--- src/tccu_pkg.sv ---
// Shared types and constants of the text console cursor engine.
package tccu_pkg;

   // Mode codes of an input item
   localparam logic [2:0] MODE_PUT  = 3'd0;
   localparam logic [2:0] MODE_BACK = 3'd1;
   localparam logic [2:0] MODE_MOVE = 3'd2;
   localparam logic [2:0] MODE_SET  = 3'd3;
   localparam logic [2:0] MODE_READ = 3'd4;

   // Character and cell codes
   localparam logic [7:0]  NEWLINE_CODE = 8'd10;
   localparam logic [7:0]  SPACE_CODE   = 8'd32;
   localparam logic [15:0] RESET_CELL   = 16'h0720;
   localparam logic [7:0]  COLOR_RESET  = 8'd7;

   // Register map: word index carried in paddr bit 2
   localparam logic REG_TEXT_COLOR = 1'b0;

   // Fixed field widths
   localparam int ROW_W = 5;
   localparam int COL_W = 7;
   localparam int POS_W = 11;
   localparam int LIN_W = 12;

   // Controller to datapath
   typedef struct packed {
      logic accept;     // item transfer this cycle
      logic run;        // sweep counter active
      logic clear;      // sweep writes the reset cell
      logic load_next;  // result from the next cursor
      logic load_cur;   // result from the stored cursor
      logic use_rdata;  // result entry from the store read
   } cmd_type;

   // Datapath to controller
   typedef struct packed {
      logic need_scroll;
      logic is_read;
      logic sweep_done;
   } status_type;

endpackage

--- src/tccu_ctrl.sv ---
// Controller state machine of the console engine.
module tccu_ctrl (
   input  logic                 clock,
   input  logic                 reset,
   input  logic                 req_valid,
   output logic                 req_ready,
   output logic                 rsp_valid,
   input  logic                 rsp_ready,
   input  tccu_pkg::status_type status,
   output tccu_pkg::cmd_type    cmd
);

   localparam logic [1:0] ST_CLEAR  = 2'd0;
   localparam logic [1:0] ST_IDLE   = 2'd1;
   localparam logic [1:0] ST_READ   = 2'd2;
   localparam logic [1:0] ST_SCROLL = 2'd3;

   logic [1:0] state_ff, state_in;
   logic       rsp_valid_ff, rsp_valid_in;
   logic       accept;
   logic       load;

   // Take a new item only when idle and the result slot is free or draining
   assign req_ready = (state_ff == ST_IDLE) && (!rsp_valid_ff || rsp_ready);
   assign accept    = req_valid && req_ready;
   assign load      = cmd.load_next || cmd.load_cur;
   assign rsp_valid = rsp_valid_ff;

   // Next state and commands
   always_comb begin
      state_in = state_ff;
      cmd      = '0;
      unique case (state_ff)
         ST_CLEAR: begin
            cmd.run   = 1'b1;
            cmd.clear = 1'b1;
            if (status.sweep_done) state_in = ST_IDLE;
         end
         ST_IDLE: begin
            if (accept) begin
               cmd.accept = 1'b1;
               if (status.is_read) state_in = ST_READ;
               else if (status.need_scroll) state_in = ST_SCROLL;
               else cmd.load_next = 1'b1;
            end
         end
         ST_READ: begin
            cmd.load_cur  = 1'b1;
            cmd.use_rdata = 1'b1;
            state_in      = ST_IDLE;
         end
         ST_SCROLL: begin
            cmd.run = 1'b1;
            if (status.sweep_done) begin
               cmd.load_cur = 1'b1;
               state_in     = ST_IDLE;
            end
         end
         default: state_in = ST_CLEAR;
      endcase
   end

   // Result valid: set on load, cleared by the transfer
   assign rsp_valid_in = load || (rsp_valid_ff && !rsp_ready);

   always_ff @(posedge clock) begin
      if (reset) begin
         state_ff     <= ST_CLEAR;
         rsp_valid_ff <= 1'b0;
      end else begin
         state_ff     <= state_in;
         rsp_valid_ff <= rsp_valid_in;
      end
   end

   // A result is never loaded over one still waiting
   a_no_overwrite: assert property (@(posedge clock) disable iff (reset)
      load |-> (!rsp_valid_ff || rsp_ready))
      else $error("result overwritten before transfer");

   // A read item waits on the store in the read state, then its result becomes valid
   a_read_one_cycle: assert property (@(posedge clock) disable iff (reset)
      (accept && status.is_read) |=> (state_ff == ST_READ) ##1 rsp_valid_ff)
      else $error("read result not produced after one cycle");

   // A scroll keeps running until the sweep reports done
   a_scroll_holds: assert property (@(posedge clock) disable iff (reset)
      (state_ff == ST_SCROLL && !status.sweep_done) |=> (state_ff == ST_SCROLL))
      else $error("scroll left early");

   // No item is taken during the clearing pass
   a_clear_blocks: assert property (@(posedge clock) disable iff (reset)
      (state_ff == ST_CLEAR) |-> !cmd.accept && !load)
      else $error("activity during clearing pass");

endmodule

--- config.mk ---
export PLATFORM = sky130hd
export DESIGN_NAME = tccu_ctrl
export DESIGN_NICKNAME = d
export VERILOG_FILES = /design/src/tccu_pkg.sv /design/src/tccu_ctrl.sv
export SDC_FILE = /design/constraint.sdc
export NUM_CORES = 1
export LEC_CHECK = 0
export BUFFER_PORTS_ARGS = -buffer_cell sky130_fd_sc_hd__clkbuf_2
export CORE_AREA = 2 2 39 41
export DETAILED_ROUTE_END_ITERATION = 8
export DIE_AREA = 0 0 41 43
export PLACE_DENSITY = 0.42
export SYNTH_ARGS = -nofsm -noshare
export SYNTH_HDL_FRONTEND = slang
export SYNTH_SLANG_ARGS = --single-unit
--- constraint.sdc ---
create_clock -name clock -period 1.9 [get_ports clock]
set_input_delay 0.38 -clock clock [delete_from_list [all_inputs] [get_ports clock]]
set_output_delay 0.38 -clock clock [all_outputs]
set_load 0.02 [all_outputs]
After elaboration in Yosys (flattened, before gate mapping)

Cells that the tools add are included.

Register bits: 3
Input bits: 7
Output and inout port bits: 8
Word-level logic and storage cells: 35

Equality and inequality tests: 6
Muxes and demuxes: 16
Reductions and logical operators: 11

Operator list:

| kind                                                  | count |
|---|---|
| 2-to-1 mux 1 bit                                      | 10 |
| 2-to-1 mux 2 bit                                      | 4 |
| case mux 2 bit (3 select lines)                       | 1 |
| equality test 2 bit, second input constant            | 2 |
| logical AND 1 bit                                     | 3 |
| logical OR 1 bit                                      | 3 |
| inequality test 3 bit, second input constant          | 1 |
| AND reduction 3 bit                                   | 1 |
| equality test 2 x 1 -> 1 bit, second input constant   | 1 |
| logical NOT 1 bit                                     | 2 |
| logical NOT 2 bit                                     | 1 |
| inequality test 2 x 1 -> 1 bit, second input constant | 1 |
| inequality test 2 bit, second input constant          | 1 |
| case mux 1 bit (2 select lines)                       | 1 |
| OR reduction 2 bit                                    | 1 |

Logic depth before layout (Yosys ltp)

Depth after elaboration: 8
Mapped depth: 5
Depth with buffers taken out: 5

Least setup slack after synthesis

OpenSTA, ideal clock, no wires.

Kind: reg2reg
From: register state_ff[0]
To: register state_ff[0]
Library setup time: 0.086 ns
Arrival time: 1.449 ns
Required time: 1.814 ns
Path slack: 0.365 ns
Stages on the path, launching flop included: 6
Path buffers: 0
Period minus slack after synthesis: 1.535 ns
Cells stage by stage: dfxtp_1 > inv_1 > ha_1 > nor2_1 > or4b_4 > a221oi_2

Longest elaborated chain between the ends: 5
Elaborated cells on any way between the ends: 12
Those cells by class: eq/ne (6); mux (1); reduce/logical (5)

RTL lines:

| what                            | RTL line                         | RTL |
|---|---|---|
| start, declared                 | tccu_ctrl.sv:18                  | `logic [1:0] state_ff, state_in;` |
| start signal, assigned          | tccu_ctrl.sv:71                  | `state_ff <= state_in;` |
| equality test 2 x 1 -> 1 bit    | tccu_ctrl.sv:24, tccu_ctrl.sv:33 |  |
| logical AND 1 bit               | tccu_ctrl.sv:24                  | `assign req_ready = (state_ff == ST_IDLE) && (!rsp_valid_ff \|\| rsp_ready);` |
| logical AND 1 bit               | tccu_ctrl.sv:25                  | `assign accept = req_valid && req_ready;` |
| inequality test 2 bit (no line) | n/a                              |  |
| AND reduction 3 bit (no line)   | n/a                              |  |

Several ways; a longest one is shown, not always the timed one.
A chain may end at the register's enable or synchronous reset.

==> results.txt <==
The maximum net fanout on the critical path came out at 6. The length of the first detailed-routing pass in iterations came out at 3. The number of antenna violations at the first check in global routing was 0.

The initial utilization of the core area, before any placement, comes to 0.166. Of the available clock period, the critical path in the final layout requires 0.918. The placement row count came out at 14. In this run the tool buffered the top-level ports with 14 buffer cells. The clock share of power is 0.386.

The flow ran to the end, and the final reports show no timing, DRC or antenna violations. The clock reaches the later pin of the worst-skew pair after 0.23 ns. Across the VDD grid, the largest voltage drop is 185 uV. The number of max-cap violations came out at 0.

The number of flops mapped to enable cells by yosys is 0. The post-route cell area came out at 347 um^2. The total of flip-flops plus latches after synthesis came out at 3. The average wire per standard cell is ~8.4 um. The final-report hold violation count came out at 0. After synthesis, the largest family of logic cells by area is simple AND/OR/NAND/NOR gates. The core box area is 1380 um^2.

The number of DRC markers after the initial detailed-route iteration came out at 5. The share of Yosys cell area claimed by the top area cell type came out at 0.261. Setup repair after global routing left no endpoint under its margin. The remaining number of nets flagged by the antenna check after routing came out at 0. The compound-cell area share of the yosys netlist is 0.190. The type of the tightest min-delay check is in2reg.

The longest clock path from root to sink contains 2 buffers. Internal power comes to 187 uW. The CTS tree is built. The number of filler instances in the final layout came out at 168. After synthesis, the share of flip-flops with an asynchronous set or reset is 0. The mean cell area of the mapped netlist is 8.22 um^2. Entering global routing, the biggest net connects 7 pins. The highest achievable clock rate came out at 574 MHz. In this run, post-CTS hold repair placed 0 buffers. Summed over all cells, the static leakage comes to 0.190 nW.

The clock-pin slew reported for the worst setup and hold paths after clock tree synthesis is ~0.040 ns. The worst pin sits at a relative slew slack of 0.843. The worst setup path is launched from a flip-flop. Traced cell by cell, the critical path runs through inv_1 -> ha_1 -> nand2_1 -> nor2b_1 -> clkbuf_2. STA classifies the critical path endpoint as an output pin.

The library cell occupying the most area in the post-synthesis netlist is sky130_fd_sc_hd__dfxtp_1. The synthesized net count came out at 39. Between clock sinks in the finished design, the worst skew comes to between 0.0004 and 0.0005 ns. 0 antenna diodes ended up in the layout. The chip width is 41 um. By count the netlist is led by sky130_fd_sc_hd__inv_1, sky130_fd_sc_hd__ha_1, sky130_fd_sc_hd__dfxtp_1, sky130_fd_sc_hd__nor2_1. The area of combinational cells with multiple inputs came out at about 150 um^2. The delay of the slowest cell on the worst path is 0.32 ns. The signed area change from the synthesized netlist to the final layout came out at 50.5%. In the routed layout, each cell is associated on average with a via count of 3.89. Setup total negative slack on the finished layout was measured at 0 ns. The number of global-route vias before repair came to about 220. The number of library cell types mapped by synthesis is 15. The number of slew-limit violations in the final report came to 0. The H-tree level count is 1. The post-CTS setup buffer count came out at 0. The switching portion of total power is 0.346. The count of cells in the finished layout, fillers not included, comes to between 60 and 70. Overall power consumption after layout is estimated at 286 uW. The final layout contains routed wiring with a total length of 518 um.

The area taken by flip-flops and latches is 60.1 um^2. Sorting the synthesized cells by area gives the leading types as sky130_fd_sc_hd__dfxtp_1, sky130_fd_sc_hd__ha_1, sky130_fd_sc_hd__inv_1. The most common cell in the synthesized netlist is sky130_fd_sc_hd__inv_1.

The synthesized cell area is 230 um^2. The number of clock sinks seen by CTS is 3. The combinational share of power is 0.354. The net count of the finished layout is 58. The slowest stage of the critical path belongs to the cell sky130_fd_sc_hd__dfxtp_1. The minimum clock period after layout is 1.74 ns. At the end of routability-driven placement, the weighted congestion stood at 0.725. The pin slew with the least headroom to its limit came out at between 0.2 and 0.25 ns. The multiplexer share of the synthesized area came out at 0. The wire length of the first global-routing pass is 821 um.

The analysis attributes to net switching a power of around 99 uW. For the worst setup path, the data arrival time is 1.36 ns. STA puts the critical path data required time at 1.52 ns. Of the total synthesized cell area, the portion taken by AND, OR, NAND and NOR gates is 0.250. The fraction of synthesized cell area in xor and xnor cells came out at 0. The number of top-level pins is 15. Measured along the y axis, the die boundary spans 43 um. The setup slack after layout came out at 0.157 ns. Summed over all nets, the half-perimeter wirelength after detailed placement is 460 um. For this run, the share of the core covered by cells in the final layout is 0.250.

The worst setup path category is reg2out. For this run the aggregate overflow at the end of global routing stands at 0. Final hold analysis gives a worst-case slack of roughly 0.35 ns. The buffer type at the clock tree root is sky130_fd_sc_hd__clkbuf_4. Prior to clock tree synthesis, the placed netlist has a worst setup slack of 0.256 ns. The most used flip-flop cell after synthesis is sky130_fd_sc_hd__dfxtp_1.

For this run, the total global-route usage over all layers was measured as 0.0782. Once placement finished, the instance area stood at ~320 um^2. The detailed-route via count is roughly 240.

In the final layout, the share of cells above drive strength 1 is 0.413. The overall die area came out at 1760 um^2. The power per unit of standard cell area is around 830 nW/um^2. The number of instances in the synthesized netlist came out at 28. The final-report setup violation count came out at 0. The share of total power in sequential cells came out at 0.260. The share of synthesized cell area in full adder, half adder and majority cells is 0.217. The sequential area share after synthesis came out at 0.261.

The number of gates resized after CTS was 0. The TritonCTS buffer count came out at 3. The remaining routing DRC violations is 0. The post-placement cell count came out at 58. The yosys synthesis warning count came out at 0.
per-layer routing:
metal / global-route usage / part of all wire
met5: 0 / 0
met4: 0.0800 / 0.019
met3: 0.0628 / 0.079
met2: 0.0906 / 0.44
met1: 0.0801 / 0.46
logic make-up (layout without fill, tap and decap cells):
family                     Yosys count  count (layout)
AOI/OAI and AO/OA                    6               6
adders and majority gates            4               4
buffers and inverters                5              23
DFF                                  3               3
and+or+nand+nor                     10              10
flip-flops by register name, summed over array words and instances (netlist names):
| signal | count |
|---|---|
| state_ff | 2 |
| rsp_valid | 1 |
power groups by stage:
stage | sequential (mW) | clock [mW] | combinational (mW)
2_1_floorplan | 0.0763 | 0 | 0.0700
3_3_place_gp | 0.0761 | 0 | 0.102
3_5_place_dp | 0.0758 | 0 | 0.102
4_1_cts | 0.0747 | 0.118 | 0.103
5_1_grt | 0.0755 | 0.130 | 0.113
6_report | 0.0744 | 0.111 | 0.101
area by class of cell:
cell class / instances / share of cell area
Sequential cell: 3 / 0.173
Multi-Input combinational cell: 20 / 0.437
Timing Repair Buffer: 14 / 0.202
Inverter: 5 / 0.0542
Tap cell: 16 / 0.0578
Clock buffer: 4 / 0.0758
final timing paths:
path               start          end  slack [ns]  cells after the start
min                reset  state_ff[0]        0.35                      2
max          state_ff[1]       cmd[5]        0.16                      5
min reg2reg  state_ff[1]  state_ff[1]        0.52                      2
max reg2reg  state_ff[0]  state_ff[0]        0.26                      5
placed cells by master, fill, tap and decap left out:
| master | synthesis | routed |
|---|---|---|
| sky130_fd_sc_hd__a221oi_2 | 1 | 1 |
| sky130_fd_sc_hd__ha_1 | 4 | 4 |
| sky130_fd_sc_hd__nor2b_1 | 1 | 1 |
| sky130_fd_sc_hd__nand4_1 | 1 | 1 |
| sky130_fd_sc_hd__inv_1 | 5 | 5 |
| sky130_fd_sc_hd__o21ai_0 | 1 | 1 |
| sky130_fd_sc_hd__or4b_4 | 1 | 1 |
| sky130_fd_sc_hd__clkbuf_2 | 0 | 14 |
| sky130_fd_sc_hd__a21oi_1 | 2 | 2 |
| sky130_fd_sc_hd__nand2_1 | 2 | 2 |
| sky130_fd_sc_hd__nand2b_1 | 1 | 1 |
| sky130_fd_sc_hd__and2_1 | 1 | 1 |
| sky130_fd_sc_hd__o21a_1 | 1 | 1 |
| sky130_fd_sc_hd__clkbuf_1 | 0 | 1 |
| sky130_fd_sc_hd__dfxtp_1 | 3 | 3 |
| sky130_fd_sc_hd__nor2_1 | 3 | 3 |
| sky130_fd_sc_hd__a31oi_1 | 1 | 1 |
| sky130_fd_sc_hd__clkbuf_4 | 0 | 3 |
worst max-delay path, delay by kind of cell, from the launching register on:
kind | cells | cell delay [ns]
buffers and inverters | 2 | 0.29
adder cells (fa/ha/maj) | 1 | 0.23
flip-flops | 1 | 0.32
AND/OR/NAND/NOR | 2 | 0.29
(Power assumes the default switching activity.)
